<file path="src/design/slr_pkg.sv">
`default_nettype none
package slr_pkg;

	localparam int MAX_SAMPLES  = 256;
	localparam int FEAT_CNT     = 6;
	localparam int MAX_TARGET   = 64;

	localparam int SAMPLE_W   = 16;
	localparam int TGT_W      = 7;
	localparam int MINL_W     = 9;
	localparam int ADDR_W     = $clog2(MAX_SAMPLES);
	localparam int CNT_W      = ADDR_W + 1;
	localparam int IDX_W      = $clog2(MAX_TARGET);
	localparam int DIFF_W     = SAMPLE_W + 1;
	localparam int PROD_W     = DIFF_W + IDX_W + 1;
	localparam int DIV_W      = SAMPLE_W + IDX_W;
	localparam int STEP_W     = $clog2(DIV_W);
	localparam int FEAT_BUS_W = FEAT_CNT * SAMPLE_W;
	localparam int CMP_W0     = (CNT_W > MINL_W) ? CNT_W : MINL_W;
	localparam int CMP_W      = (CMP_W0 > TGT_W) ? CMP_W0 : TGT_W;

	localparam int PADDR_W = 3;
	localparam int PDATA_W = 32;

	localparam logic [TGT_W-1:0]  TARGET_RESET = TGT_W'(64);
	localparam logic [MINL_W-1:0] MIN_RESET    = MINL_W'(50);

	typedef enum logic [0:0] {
		REG_TARGET = 1'b0,
		REG_MIN    = 1'b1
	} reg_idx_t;

	typedef struct packed {
		logic store;
		logic prep;
		logic div_step;
		logic qset;
		logic rd;
		logic mul;
		logic dld;
		logic fin;
		logic advance;
		logic clear;
	} slr_cmd_t;

	typedef struct packed {
		logic last_point;
	} slr_sts_t;

endpackage
`default_nettype wire

</file>
<file path="src/design/slr_ctrl.sv">
`default_nettype none
module slr_ctrl (
	input  wire logic              clk,
	input  wire logic              arst_n,
	input  wire logic              in_valid,
	input  wire logic              last_sample,
	input  wire logic              out_ready,
	input  wire slr_pkg::slr_sts_t sts,
	output logic                   in_ready,
	output logic                   out_valid,
	output slr_pkg::slr_cmd_t      cmd
);

	typedef enum logic [9:0] {
		S_IDLE = 10'b00_0000_0001,
		S_PREP = 10'b00_0000_0010,
		S_QDIV = 10'b00_0000_0100,
		S_QSET = 10'b00_0000_1000,
		S_RD   = 10'b00_0001_0000,
		S_MUL  = 10'b00_0010_0000,
		S_DLD  = 10'b00_0100_0000,
		S_DRUN = 10'b00_1000_0000,
		S_FIN  = 10'b01_0000_0000,
		S_OUT  = 10'b10_0000_0000
	} state_t;

	state_t                     state_q;
	state_t                     state_d;
	logic [slr_pkg::STEP_W-1:0] step_q;
	logic                       step_last;
	logic                       dividing;

	assign step_last = step_q == slr_pkg::STEP_W'(slr_pkg::DIV_W - 1);
	assign dividing  = (state_q == S_QDIV) || (state_q == S_DRUN);

	always_comb begin
		state_d   = state_q;
		cmd       = '0;
		in_ready  = 1'b0;
		out_valid = 1'b0;
		case (state_q)
			S_IDLE: begin
				in_ready  = 1'b1;
				cmd.store = in_valid;
				if (in_valid && last_sample) begin
					state_d = S_PREP;
				end
			end
			S_PREP: begin
				cmd.prep = 1'b1;
				state_d  = S_QDIV;
			end
			S_QDIV: begin
				cmd.div_step = 1'b1;
				if (step_last) begin
					state_d = S_QSET;
				end
			end
			S_QSET: begin
				cmd.qset = 1'b1;
				state_d  = S_RD;
			end
			S_RD: begin
				cmd.rd  = 1'b1;
				state_d = S_MUL;
			end
			S_MUL: begin
				cmd.mul = 1'b1;
				state_d = S_DLD;
			end
			S_DLD: begin
				cmd.dld = 1'b1;
				state_d = S_DRUN;
			end
			S_DRUN: begin
				cmd.div_step = 1'b1;
				if (step_last) begin
					state_d = S_FIN;
				end
			end
			S_FIN: begin
				cmd.fin = 1'b1;
				state_d = S_OUT;
			end
			S_OUT: begin
				out_valid = 1'b1;
				if (out_ready) begin
					if (sts.last_point) begin
						cmd.clear = 1'b1;
						state_d   = S_IDLE;
					end else begin
						cmd.advance = 1'b1;
						state_d     = S_RD;
					end
				end
			end
			default: begin
				state_d = S_IDLE;
			end
		endcase
	end

	always_ff @(posedge clk or negedge arst_n) begin
		if (!arst_n) begin
			state_q <= S_IDLE;
			step_q  <= '0;
		end else begin
			state_q <= state_d;
			if (dividing && !step_last) begin
				step_q <= step_q + slr_pkg::STEP_W'(1);
			end else begin
				step_q <= '0;
			end
		end
	end

endmodule
`default_nettype wire

</file>
<file path="config.mk">
export PLATFORM = sky130hd
export DESIGN_NAME = slr_ctrl
export DESIGN_NICKNAME = d
export VERILOG_FILES = /design/src/design/slr_pkg.sv /design/src/design/slr_ctrl.sv
export SDC_FILE = /design/constraint.sdc
export NUM_CORES = 1
export LEC_CHECK = 0
export BUFFER_PORTS_ARGS = -buffer_cell sky130_fd_sc_hd__buf_4
export CAP_MARGIN = 5
export CORE_MARGIN = 5
export CORE_UTILIZATION = 54
export CTS_CLUSTER_DIAMETER = 30
export DETAILED_ROUTE_END_ITERATION = 16
export GPL_TIMING_DRIVEN = 1
export PLACE_DENSITY = 0.84
export SKIP_CTS_REPAIR_TIMING = 1
export SLEW_MARGIN = 20
export SYNTH_ARGS = -nofsm -noshare
export SYNTH_HDL_FRONTEND = slang
export SYNTH_SLANG_ARGS = --single-unit
</file>
<file path="constraint.sdc">
create_clock -name clk -period 2.1 [get_ports clk]
set_input_delay 0.21 -clock clk [delete_from_list [all_inputs] [get_ports clk]]
set_output_delay 0.21 -clock clk [all_outputs]
set_load 0.02 [all_outputs]
</file>
==> flow_summary.toml <==
[outcome]
outcome = "complete, but fails checks"
failed_checks = "setup timing"

[floorplan]
die-height_um = 52.7
start_util_pct = 56.9
pin_count = 18
num_rows = 15
die_width_um = 52.7
coreArea_um2 = 1730
die_area_um2 = 2770

[global_route]
antenna_found_initial = 0
grt_pass1_wl_um = 3530
gr-total-overflow = 0
grt_max_degree = 16
grt_pass1_vias = 806
gr-usage-all-layers_pct = 17.1

[critical_path]
reg2reg_to = "state_q[0]"
crit_chain = "nor3_4 -> nand2_4 -> or3_4 -> nor4b_4 -> buf_4"
cp_max_fo = 6
slowest_delay_ns = 0.46
cp_slowest_cell = "dfrtp_2"
crit_path_end_kind = "primary output"
path_class = "reg -> out"
r2r-start = "state_q[6]"
r2r_slack_ns = 0.35
rr_worst_depth = 5
crit_arrival_ns = 1.91
crit_path_start_kind = "register"
worstPathRequired_ns = 1.89

[placement]
routabilityCongestion = 0.882
preCtsSetupSlack_ns = 0.274
io_buffers = 17
dpl.hpwl_um = 1640

[flow_run]
maxCapViolCount = 0

[pwr]
power_density_nw_per_um2 = 970
power.total_mw = 1.13
leakage_nw = 0.555
ir_drop_mv = 0.795

[yosys]
synth_nets = 111
yosysWarningCount = 0
synth.distinct_cells = 43
avgSynthCellArea_um2 = 9.54
syn_area_um2 = 982
ys_ff_latch = 15
ys.flop_type = "dfrtp_1"
yosysSeqAreaShare_pct = 38.3
syn-instance-count = 103
synth_area_leaders = "dfrtp_1, nor2_1, xor2_1"
synthArstFlopShare_pct = 100
synth-edff-count = 0
yosysTopAreaCellShare_pct = 35.7
yosys.area.top_type = "dfrtp_1"

[min_path]
min_to = "state_q[4]"
worstHoldStart = "sts"
min_path_cells = 4
hold_path_class = "in -> reg"

[timing]
finalHoldViolCount = 0
min_period_ns = 2.12
fmax_mhz = 473
fin_crit_sh_pct = 101
fin_ws_ns = -0.0158
finClkSkew_ns = 0.00284
final_max_slew_viol_count = 0
worst_pin_slew_ns = 0.420
rsz0062_at_grt = "yes"
relSlewSlack_pct = 71.3
setup_violations = 1

[clocking]
numCtsBuffers = 3
root_buffer = "clkbuf_4"
htreeDepth = 1
cts_tree = "yes"
insertion_delay_ns = 0.28
clkSinkCount = 15
clk_path_buf_depth = 2
clk_pin_slew_ns = 0.08

[route]
vias = 834
drc = 0
drt-vias-per-instance = 5.71
antenna_left = 0
firstDrtPassIters = 4
drt_iter0_drc = 17
wl_um = 2110
wl_per_cell_um = 14.4

[finish]
drive_gt1_share_pct = 29.8
nNetsFinal = 130
layout_commonest_cell = "buf_4"
antenna_cells = 0
area_growth_pct = 19.1
most-common-layout-cells = "buf_4, nor2_1, dfrtp_1"
[cell type report]
class                      count  area (um2)
fill                         138         557
timing repair buffer          20         153
clock buffer                   4        26.3
sequential                    15         379
inverter                       5        18.8
multi-input combinational     77         562
tap                           25        31.3
[report_power, final]
part           switching [mW]  internal, mW
logic                   0.293         0.260
clock network          0.0863        0.0737
registers              0.0904         0.331
[stage by stage]
step / util [%] / instance area (um2) / std cells / TNS [ns] / hold slack, ns
2_1_floorplan: - / 982 / 103 / 0 / -0.0856
3_3_place_gp: 64.3 / 1110 / 140 / 0 / 0.0717
3_5_place_dp: 64.3 / 1110 / 140 / 0 / 0.0731
4_1_cts: 65.8 / 1140 / 144 / -0.0760 / -0.232
5_1_grt: 67.8 / 1170 / 146 / -0.108 / 0.267
6_report: 67.8 / 1170 / 146 / -0.0158 / 0.241
[cell usage after synthesis, drive strengths merged, types with 2 or more instances]
library cell,instances
xor2,4
nand2b,3
inv,5
o21ai,4
nor4b,3
ha,2
nor3b,2
nand3,4
nor3,4
buf,5
a21oi,3
a21o,2
nor2,16
and3,3
nor4,3
dfrtp,14
and2,2
nand2,6
[worst max-delay path, delay by kind of cell (launching register included)]
family        cells  cell delay [ns]
flops             1             0.46
simple gates      4             0.98
buf+inv           1             0.18
[state kept, by name, summed over array words and instances, names as in the netlist]
name / cells
state_q: 10
step_q: 5
[how the worst max path moves through the flow]
stage	end	cells after the start	startpoint	slack, ns
finish	cmd[8]	5	state_q[3]	-0.02
global route	cmd[8]	5	state_q[3]	-0.1
CTS	cmd[8]	5	state_q[8]	-0.04
detailed placement	cmd[8]	5	state_q[8]	0.27
global placement	cmd[8]	5	state_q[8]	0.32
floorplan	cmd[9]	3	state_q[0]	0.29
[per-layer routing]
metal | global-route usage [%] | vias to the layer above | share of wire (%)
li1 | - | 401 | -
met1 | 21.7 | 396 | 44
met2 | 28.1 | 29 | 49
met3 | 5.41 | 8 | 5.3
met4 | 3.83 | 0 | 1.7
met5 | 0 | - | 0
[kinds of logic after synthesis]
family | Yosys count | synth area share (%)
flip-flops | 15 | 38.3
buffers and inverters | 11 | 5.86
AND/OR/NAND/NOR | 54 | 36.4
AO/OA/AOI/OAI | 16 | 12.4
XOR/XNOR | 5 | 4.46
adder cells (fa/ha/maj) | 2 | 2.55
Note: power is estimated with default switching activity, not from simulation.
